[src/sv/sss_pkg.sv]
// Shared types and constants for the string splitter stream block.
// Used by sss_cell, sss_outq and string_splitter_stream; no dependencies.
package sss_pkg;

    localparam int BYTE_W      = 8;
    localparam int NUM_CELLS   = 8;
    localparam int CELL_IDX_W  = $clog2(NUM_CELLS);
    localparam int DLEN_W      = 4;
    localparam int DELIM_W     = NUM_CELLS * BYTE_W;
    localparam int OFF_W       = 17;
    localparam int POS_W       = 16;
    localparam int LIMIT_W     = 16;
    localparam int CFG_IDX_W   = 2;
    localparam int Q_DEPTH     = 4;
    localparam int Q_PTR_W     = $clog2(Q_DEPTH);
    localparam int Q_CNT_W     = $clog2(Q_DEPTH + 1);
    localparam int OUT_DATA_W  = 72;
    localparam int OUT_USER_W  = 2;

    localparam logic [BYTE_W-1:0] SPACE_BYTE   = 8'h20;
    localparam logic [OFF_W-1:0]  OFF_SAT      = 17'h10000;
    localparam logic [POS_W-1:0]  POS_SAT      = 16'hFFFF;

    typedef enum logic [CFG_IDX_W-1:0] {
        CFG_DELIM_BYTES  = 2'd0,
        CFG_DELIM_LENGTH = 2'd1,
        CFG_TOKEN_LIMIT  = 2'd2
    } t_cfg_idx;

    typedef struct packed {
        logic             token_valid;
        logic [POS_W-1:0] token_start;
        logic [OFF_W-1:0] token_length;
        logic [POS_W-1:0] token_index;
        logic             string_done;
        logic [OFF_W-1:0] token_total;
        logic             too_long;
        logic             last_of_run;
    } t_result;

    typedef struct packed {
        logic [1:0] count;
        t_result    first;
        t_result    second;
    } t_push;

endpackage

[src/sv/sss_cell.sv]
// One cell of the recent-byte window: holds a byte and compares the byte
// moving into it against its delimiter byte. Depends on sss_pkg.
module sss_cell import sss_pkg::*; (
    input  logic              i_clk,
    input  logic              i_rst_n,
    input  logic              i_shift,
    input  logic              i_clear,
    input  logic [BYTE_W-1:0] i_byte,
    input  logic [BYTE_W-1:0] i_want,
    input  logic              i_care,
    output logic [BYTE_W-1:0] o_byte,
    output logic              o_match
);

    logic [BYTE_W-1:0] r_byte;

    always_ff @(posedge i_clk) begin
        if (!i_rst_n || i_clear) begin
            r_byte <= '0;
        end else if (i_shift) begin
            r_byte <= i_byte;
        end
    end

    assign o_byte  = r_byte;
    assign o_match = !i_care || (i_byte == i_want);

endmodule

[src/sv/sss_outq.sv]
// Result queue: takes up to two results a cycle and delivers one a cycle when popped.
// Depends on sss_pkg.
module sss_outq import sss_pkg::*; (
    input  logic    i_clk,
    input  logic    i_rst_n,
    input  t_push   i_push,
    input  logic    i_pop,
    output logic    o_ready,
    output logic    o_valid,
    output t_result o_data
);

    t_result              r_mem [Q_DEPTH];
    logic [Q_PTR_W-1:0]   r_wr;
    logic [Q_PTR_W-1:0]   r_rd;
    logic [Q_CNT_W-1:0]   r_count;
    logic [Q_CNT_W-1:0]   n_count;
    logic                 pop;

    assign o_valid = (r_count != '0);
    assign o_ready = (r_count <= Q_CNT_W'(Q_DEPTH - 2));
    assign o_data  = r_mem[r_rd];
    assign pop     = o_valid && i_pop;
    assign n_count = r_count + Q_CNT_W'(i_push.count) - Q_CNT_W'(pop);

    always_ff @(posedge i_clk) begin
        if (i_push.count != 2'd0) begin
            r_mem[r_wr] <= i_push.first;
        end
        if (i_push.count == 2'd2) begin
            r_mem[r_wr + Q_PTR_W'(1)] <= i_push.second;
        end
    end

    always_ff @(posedge i_clk) begin
        if (!i_rst_n) begin
            r_wr    <= '0;
            r_rd    <= '0;
            r_count <= '0;
        end else begin
            r_wr    <= r_wr + Q_PTR_W'(i_push.count);
            r_rd    <= r_rd + Q_PTR_W'(pop);
            r_count <= n_count;
        end
    end

endmodule

[src/sv/string_splitter_stream.sv]
// String splitter stream: splits byte strings into tokens (start, length).
// Throughput: one byte per cycle while the result queue has room; only a string's final byte causes two results.
// Results queue in four entries, one leaves per tready cycle; input stalls while more than two wait.
// A byte's first result reaches the output in the cycle after the byte is accepted, if the queue is empty.
// Reset: synchronous, active low; clears configuration and string state.
// Depends on sss_pkg, sss_cell and sss_outq.
module string_splitter_stream import sss_pkg::*; (
    input  logic                  i_clk,
    input  logic                  i_rst_n,
    input  logic                  i_cfg_valid,
    output logic                  o_cfg_ready,
    input  logic [CFG_IDX_W-1:0]  i_cfg_index,
    input  logic [DELIM_W-1:0]    i_cfg_data,
    input  logic                  s_axis_tvalid,
    output logic                  s_axis_tready,
    input  logic [BYTE_W-1:0]     s_axis_tdata,   // data_byte
    input  logic                  s_axis_tlast,   // end_of_string
    input  logic                  s_axis_tuser,   // empty_string
    output logic                  m_axis_tvalid,
    input  logic                  m_axis_tready,
    // token_start, token_length, token_index, token_total, last_of_run, zero pad
    output logic [OUT_DATA_W-1:0] m_axis_tdata,
    output logic                  m_axis_tlast,   // string_done
    output logic [OUT_USER_W-1:0] m_axis_tuser    // token_valid, too_long
);

    logic [DELIM_W-1:0]  r_delim;
    logic [DLEN_W-1:0]   r_dlen;
    logic [LIMIT_W-1:0]  r_limit;

    logic [OFF_W-1:0]    r_off, n_off;
    logic [OFF_W-1:0]    r_start, n_start;
    logic [OFF_W-1:0]    r_tok, n_tok;
    logic                r_inside, n_inside;
    logic [DLEN_W-1:0]   r_mbc, n_mbc;
    logic [POS_W-1:0]    r_lns, n_lns;
    logic                r_limreach, n_limreach;
    logic                r_too_long, n_too_long;

    logic                in_acc;
    logic                clear;
    logic [DLEN_W-1:0]   dlen;
    logic [BYTE_W-1:0]   cell_in   [NUM_CELLS];
    logic [BYTE_W-1:0]   cell_out  [NUM_CELLS];
    logic [BYTE_W-1:0]   cell_want [NUM_CELLS];
    logic [NUM_CELLS-1:0] cell_care;
    logic [NUM_CELLS-1:0] cell_match;

    t_push               push;
    logic                q_ready;
    t_result             q_data;

    function automatic logic [OFF_W-1:0] tok_inc(input logic [OFF_W-1:0] x);
        return (x == OFF_SAT) ? x : x + OFF_W'(1);
    endfunction

    function automatic t_result mk_token(input logic             valid,
                                         input logic [OFF_W-1:0] start,
                                         input logic [OFF_W-1:0] len,
                                         input logic [OFF_W-1:0] idx,
                                         input logic             tl);
        t_result r;
        r             = '0;
        r.token_valid = valid;
        r.too_long    = tl;
        if (valid) begin
            r.token_start  = start[OFF_W-1] ? POS_SAT : start[POS_W-1:0];
            r.token_length = len;
            r.token_index  = idx[OFF_W-1] ? POS_SAT : idx[POS_W-1:0];
        end
        return r;
    endfunction

    assign o_cfg_ready   = 1'b1;
    assign s_axis_tready = q_ready;
    assign in_acc        = s_axis_tvalid && s_axis_tready;
    assign dlen          = (r_dlen > DLEN_W'(NUM_CELLS)) ? DLEN_W'(NUM_CELLS) : r_dlen;

    always_comb begin
        logic [DLEN_W-1:0] sel;
        for (int j = 0; j < NUM_CELLS; j++) begin
            sel          = dlen - DLEN_W'(j) - DLEN_W'(1);
            cell_want[j] = r_delim[{sel[CELL_IDX_W-1:0], 3'b000} +: BYTE_W];
            cell_care[j] = DLEN_W'(j) < dlen;
            cell_in[j]   = (j == 0) ? s_axis_tdata : cell_out[(j == 0) ? 0 : j - 1];
        end
    end

    for (genvar g = 0; g < NUM_CELLS; g++) begin : g_cell
        sss_cell u_cell (
            .i_clk   (i_clk),
            .i_rst_n (i_rst_n),
            .i_shift (in_acc && !s_axis_tuser),
            .i_clear (clear),
            .i_byte  (cell_in[g]),
            .i_want  (cell_want[g]),
            .i_care  (cell_care[g]),
            .o_byte  (cell_out[g]),
            .o_match (cell_match[g])
        );
    end

    always_comb begin
        logic              over;
        logic [POS_W-1:0]  p;
        logic [OFF_W-1:0]  p1;
        logic              more;
        logic              hit;
        logic [OFF_W-1:0]  ms;
        logic              a_emit, b_emit;
        logic [OFF_W-1:0]  a_start, a_len, a_idx;
        logic [OFF_W-1:0]  b_start, b_len, b_idx;
        t_result           res_a, res_b;

        n_off      = r_off;
        n_start    = r_start;
        n_tok      = r_tok;
        n_inside   = r_inside;
        n_mbc      = r_mbc;
        n_lns      = r_lns;
        n_limreach = r_limreach;
        a_emit     = 1'b0;
        b_emit     = 1'b0;
        a_start    = '0;
        a_len      = '0;
        a_idx      = '0;
        b_start    = '0;
        b_len      = '0;
        b_idx      = '0;
        hit        = 1'b0;
        ms         = '0;
        push       = '0;
        clear      = 1'b0;

        over       = r_off[OFF_W-1];
        p          = over ? POS_SAT : r_off[POS_W-1:0];
        p1         = {1'b0, p} + OFF_W'(1);
        more       = (r_limit == '0) || (({1'b0, r_tok} + 18'd1) < {2'b00, r_limit});
        n_off      = over ? r_off : r_off + OFF_W'(1);
        n_too_long = r_too_long || over;

        if (dlen == '0) begin
            if (s_axis_tdata != SPACE_BYTE) begin
                n_lns = p;
                if (!r_inside) begin
                    n_inside   = 1'b1;
                    n_start    = {1'b0, p};
                    n_limreach = !more;
                end
            end else if (r_inside && !r_limreach) begin
                a_emit   = 1'b1;
                a_start  = r_start;
                a_len    = {1'b0, p} - r_start;
                a_idx    = r_tok;
                n_tok    = tok_inc(r_tok);
                n_inside = 1'b0;
            end
            if (s_axis_tlast && n_inside) begin
                b_emit  = 1'b1;
                b_start = n_start;
                b_len   = {1'b0, n_lns} + OFF_W'(1) - n_start;
                b_idx   = n_tok;
                n_tok   = tok_inc(n_tok);
            end
        end else begin
            n_mbc = (r_mbc >= DLEN_W'(NUM_CELLS)) ? DLEN_W'(NUM_CELLS) : r_mbc + DLEN_W'(1);
            hit   = more && (n_mbc >= dlen) && (&cell_match);
            if (hit) begin
                ms      = (p1 >= OFF_W'(dlen)) ? p1 - OFF_W'(dlen) : '0;
                ms      = (ms < r_start) ? r_start : ms;
                a_emit  = 1'b1;
                a_start = r_start;
                a_len   = ms - r_start;
                a_idx   = r_tok;
                n_tok   = tok_inc(r_tok);
                n_start = p1;
                n_mbc   = '0;
            end
            if (s_axis_tlast) begin
                b_emit  = 1'b1;
                b_start = n_start;
                b_len   = (p1 >= n_start) ? p1 - n_start : '0;
                b_idx   = n_tok;
                n_tok   = tok_inc(n_tok);
            end
        end

        res_a = mk_token(1'b1, a_start, a_len, a_idx, n_too_long);
        res_b = mk_token(b_emit, b_start, b_len, b_idx, n_too_long);

        if (s_axis_tuser) begin
            push.count              = 2'd1;
            push.first              = mk_token(1'b0, '0, '0, '0, 1'b0);
            push.first.string_done  = 1'b1;
            push.first.last_of_run  = 1'b1;
            clear                   = in_acc;
        end else begin
            if (a_emit) begin
                push.first  = res_a;
                push.second = res_b;
                push.count  = b_emit ? 2'd2 : 2'd1;
            end else if (b_emit || s_axis_tlast) begin
                push.first  = res_b;
                push.count  = 2'd1;
            end
            if (push.count == 2'd2) begin
                push.second.last_of_run = 1'b1;
                if (s_axis_tlast) begin
                    push.second.string_done = 1'b1;
                    push.second.token_total = n_tok;
                end
            end else if (push.count == 2'd1) begin
                push.first.last_of_run = 1'b1;
                if (s_axis_tlast) begin
                    push.first.string_done = 1'b1;
                    push.first.token_total = n_tok;
                end
            end
            clear = in_acc && s_axis_tlast;
        end

        if (!in_acc) begin
            push.count = 2'd0;
        end
    end

    always_ff @(posedge i_clk) begin
        if (!i_rst_n) begin
            r_delim <= '0;
            r_dlen  <= '0;
            r_limit <= '0;
        end else if (i_cfg_valid && o_cfg_ready) begin
            unique case (i_cfg_index)
                CFG_DELIM_BYTES:  r_delim <= i_cfg_data;
                CFG_DELIM_LENGTH: r_dlen  <= i_cfg_data[DLEN_W-1:0];
                CFG_TOKEN_LIMIT:  r_limit <= i_cfg_data[LIMIT_W-1:0];
                default: ;
            endcase
        end
    end

    always_ff @(posedge i_clk) begin
        if (!i_rst_n || clear) begin
            r_off      <= '0;
            r_start    <= '0;
            r_tok      <= '0;
            r_inside   <= 1'b0;
            r_mbc      <= '0;
            r_lns      <= '0;
            r_limreach <= 1'b0;
            r_too_long <= 1'b0;
        end else if (in_acc) begin
            r_off      <= n_off;
            r_start    <= n_start;
            r_tok      <= n_tok;
            r_inside   <= n_inside;
            r_mbc      <= n_mbc;
            r_lns      <= n_lns;
            r_limreach <= n_limreach;
            r_too_long <= n_too_long;
        end
    end

    sss_outq u_outq (
        .i_clk   (i_clk),
        .i_rst_n (i_rst_n),
        .i_push  (push),
        .i_pop   (m_axis_tready),
        .o_ready (q_ready),
        .o_valid (m_axis_tvalid),
        .o_data  (q_data)
    );

    assign m_axis_tdata = {5'b00000, q_data.last_of_run, q_data.token_total,
                           q_data.token_index, q_data.token_length, q_data.token_start};
    assign m_axis_tlast = q_data.string_done;
    assign m_axis_tuser = {q_data.too_long, q_data.token_valid};

    a_invalid_zero: assert property (@(posedge i_clk) disable iff (!i_rst_n)
        m_axis_tvalid && !m_axis_tuser[0] |->
            m_axis_tdata[48:0] == 49'd0)
        else $error("result without token carries nonzero token fields");

    a_done_is_last: assert property (@(posedge i_clk) disable iff (!i_rst_n)
        m_axis_tvalid && m_axis_tlast |-> m_axis_tdata[66])
        else $error("string done result is not last of its run");

    a_clear_after_end: assert property (@(posedge i_clk) disable iff (!i_rst_n)
        in_acc && (s_axis_tlast || s_axis_tuser) |=>
            r_off == '0 && r_tok == '0 && !r_inside && !r_too_long)
        else $error("string state not cleared after end of string");

    a_push_room: assert property (@(posedge i_clk) disable iff (!i_rst_n)
        push.count != 2'd0 |-> q_ready)
        else $error("result pushed without queue room");

endmodule

[config.mk]
export PLATFORM = sky130hd
export DESIGN_NAME = string_splitter_stream
export DESIGN_NICKNAME = d
export VERILOG_FILES = /design/src/sv/sss_pkg.sv /design/src/sv/sss_cell.sv /design/src/sv/sss_outq.sv /design/src/sv/string_splitter_stream.sv
export SDC_FILE = /design/constraint.sdc
export NUM_CORES = 2
export LEC_CHECK = 0
export BUFFER_PORTS_ARGS = -buffer_cell sky130_fd_sc_hd__clkbuf_2
export CORE_MARGIN = 8
export CORE_UTILIZATION = 55
export DETAILED_ROUTE_END_ITERATION = 6
export PLACE_DENSITY = 0.73
export SETUP_SLACK_MARGIN = 0.4
export SYNTH_ARGS = -nofsm -noshare
export SYNTH_HDL_FRONTEND = slang
export SYNTH_SLANG_ARGS = --single-unit
[constraint.sdc]
create_clock -name i_clk -period 17.3 [get_ports i_clk]
set_input_delay 0.865 -clock i_clk [delete_from_list [all_inputs] [get_ports i_clk]]
set_output_delay 0.865 -clock i_clk [all_outputs]
set_load 0.03 [all_outputs]
==> impl_metrics.py <==
metrics = {
    "run_status": {
        "outcome": "finished with violations",
        "violations": "DRC",
    },
    "floorplan": {
        "core_sq_um": 61600,
        "start_util_pct": 55.62,
        "die_h_um": 265.6,
        "io_pins": 159,
        "die_area_sq_um": 70530,
        "die_w_um": 265.6,
        "num_rows": 91,
    },
    "cells_and_area": {
        "seq_area_sq_um": 12840,
        "nNetsFinal": 4097,
        "syn_to_final_growth_pct": 9.185,
        "final_cell_mix": "nand2_1 (576), nor2_1 (427), o21ai_0 (346)",
        "fill_cells": 5306,
        "layout_commonest_cell": "nand2_1",
        "layout-drive-gt1-share_pct": 12.77,
        "multi_input_area_sq_um": 20010,
        "antenna_cells": 0,
        "fin_area_sq_um": 37400,
        "final_util_pct": 60.72,
    },
    "sta": {
        "max_slew_margin_pct": 20.23,
        "hold_viol": 0,
        "fin_crit_ns": 10.08,
        "max_freq_ghz": 0.09924,
        "tightest_slew_ns": 1.186,
        "setup_viol": 0,
        "worst_clock_skew_ns": 0.02030,
        "min_period_over_period_pct": 58.25,
        "slew_violations": 0,
        "tns_ns": 0,
        "rsz0062_at_grt": "no",
    },
    "critical_path": {
        "cpPeakStageDelay_ns": 0.55,
        "worstPathMaxFanout": 39,
        "crit_path_top_delay_cell": "o21ai_0",
        "end_kind": "flop",
        "worstSetupPathType": "flop to flop",
        "crit_required_ns": 17.76,
        "cp-start-kind": "flop",
        "crit-reg2reg-launch": "r_off[16]",
        "worstPathArrival_ns": 10.53,
        "reg2reg_depth": 46,
        "rrSetupSlack_ns": 7.22,
        "reg2reg_to": "u_outq.r_mem[3][51]",
        "cpMostUsedCell": "o21ai_0",
    },
    "power": {
        "leakage_nw": 13.58,
        "powerDensity_nw_per_um2": 123.7,
        "power_mw": 4.628,
        "max-vdd-ir-drop_mv": 0.08976,
    },
    "logic_synthesis": {
        "synth_area_sq_um": 34260,
        "synth.distinct_cells": 98,
        "yosys_warnings": 0,
        "async_flop_share_pct": 0,
        "synth-edff-count": 280,
        "synthCells": 3877,
        "ys_seq_area_share_pct": 37.46,
        "ys_ff_latch": 501,
        "avgSynthCellArea_sq_um": 8.836,
        "synthFlopType": "edfxtp_1",
    },
    "global_route": {
        "track_usage_pct": 29.58,
        "antenna_found_initial": 4,
        "grt_pass1_wl_um": 166200,
        "grt_max_degree": 96,
        "grt_pass1_vias": 28031,
        "grt_overflow_total": 0,
    },
    "min_path": {
        "min_to": "r_delim[57]",
        "whs_path_depth": 3,
        "worstHoldStart": "i_cfg_data[57]",
        "hp-class": "primary input to flop",
    },
    "clocking": {
        "cts_hold_buf": 0,
        "clock_sinks": 501,
        "root_buffer": "clkbuf_16",
        "cts_buffers": 54,
        "insertion_delay_ns": 0.63,
        "clockBufferDepth": 3,
        "htreeDepth": 2,
        "clk_pin_slew_ns": 0.06,
        "cts_tree": "built",
        "ctsResizeCount": 0,
        "postCtsSetupBuffers": 0,
    },
    "detailed_routing": {
        "wl_per_cell_um": 22.76,
        "vias": 30493,
        "first_pass_iters": 7,
        "avgViaCountPerCell": 6.407,
        "drc": 20,
        "wirelength_um": 108300,
        "first_iter_violations": 4282,
        "drtAntennaViolNets": 0,
    },
    "place": {
        "place_area_sq_um": 35530,
        "port-buffer-count": 152,
        "gp_congestion": 1.023,
        "dp_hpwl_um": 76120,
    },
    "job": {
        "maxCapViolCount": 0,
    },
}
cells in the mapped netlist, drive strengths merged, types with 21 or more instances:
library cell | n | area share, %
nand3 | 48 | 0.70
a21oi | 245 | 3.6
a21o | 28 | 0.61
a21boi | 88 | 1.9
nand2 | 579 | 6.4
edfxtp | 280 | 25
a211oi | 26 | 0.57
ha | 134 | 4.9
nor3 | 38 | 0.63
inv | 110 | 1.2
mux2i | 101 | 3.0
mux2 | 22 | 0.73
nor2b | 30 | 0.55
o22ai | 83 | 1.5
or3 | 21 | 0.38
dfxtp | 221 | 13
nand4 | 30 | 0.55
a22oi | 49 | 1.1
mux4 | 111 | 7.3
xnor2 | 127 | 3.3
nor4 | 32 | 0.62
nor2 | 439 | 4.8
nand2b | 34 | 0.62
buf | 81 | 1.2
o21ai | 363 | 5.3
clkbuf | 190 | 2.1
xor2 | 99 | 2.5
critical path: cells and delay by family, from the launching register on:
kind            cells  cell delay, ns
xor+xnor            1            0.33
flops               1            0.30
simple gates       13            2.22
buf+inv             3            0.64
fa+ha+maj           4            1.28
compound gates     25            5.11
per-layer routing:
| layer | track usage, % | wire (um) | vias to the layer above |
|---|---|---|---|
| li1 | - | - | 13975 |
| met1 | 40.15 | 42420 | 14335 |
| met2 | 46.27 | 48740 | 1862 |
| met3 | 6.279 | 12470 | 313 |
| met4 | 11.34 | 4651 | 8 |
| met5 | 0 | 53 | - |
cells by family (layout without fill, tap and decap cells):
family                     after synthesis  count (layout)  share of synthesized area [%]
xor gates and xnor gates               227             227                          5.866
muxes                                  234             234                          10.98
other                                    2               6                        0.02192
buffers and inverters                  384             425                          4.543
DFF                                    501             501                          37.46
AOI/OAI and AO/OA                     1037            1037                          18.38
adders and majority gates              140             140                          5.245
and+or+nand+nor                       1352            1352                          17.51
state kept, by name (all words and copies together) (netlist names):
| name | cells |
|---|---|
| g_cell.u_cell.o_byte | 56 |
| r_delim | 64 |
| r_dlen | 4 |
| r_inside | 1 |
| r_limit | 16 |
| r_limreach | 1 |
| r_lns | 16 |
| r_mbc | 4 |
| r_off | 17 |
| r_start | 17 |
| r_tok | 17 |
| r_too_long | 1 |
| u_outq.r_count | 3 |
| u_outq.r_mem | 280 |
| u_outq.r_rd | 2 |
| u_outq.r_wr | 2 |
worst max-delay path by stage:
stage,startpoint,to,slack [ns]
3_3_place_gp,r_dlen[0],u_outq.r_mem[0][51],7.72
2_1_floorplan,r_dlen[0],u_outq.r_mem[0][0],7.16
5_1_grt,r_off[16],u_outq.r_mem[3][52],6.44
3_5_place_dp,r_off[16],u_outq.r_mem[0][51],7.52
6_report,r_off[16],u_outq.r_mem[3][51],7.22
4_1_cts,r_off[16],u_outq.r_mem[3][51],7.43
power breakdown:
part	internal, mW	total (mW)	leakage (nW)	switching, mW
logic	0.698	1.95	8.23	1.25
clock network	0.726	1.22	0.924	0.498
registers	1.36	1.46	4.43	0.0926
cell type report:
cell class	instances	share of cell area [%]
timing repair buffer	210	3.198
multi-input combinational	2996	53.50
clock buffer	73	4.078
sequential	501	34.33
clock inverter	29	0.9466
inverter	113	1.141
tap	837	2.800
through the flow:
step	instances	setup WS, ns	hold slack, ns
after floorplan	3881	7.159	0.4374
after global placement	4657	7.717	0.4538
after detailed placement	4657	7.522	0.4713
after CTS	4759	7.426	0.4481
after global routing	4759	6.440	0.4556
final	4759	7.224	0.4730
(Power assumes the default switching activity.)
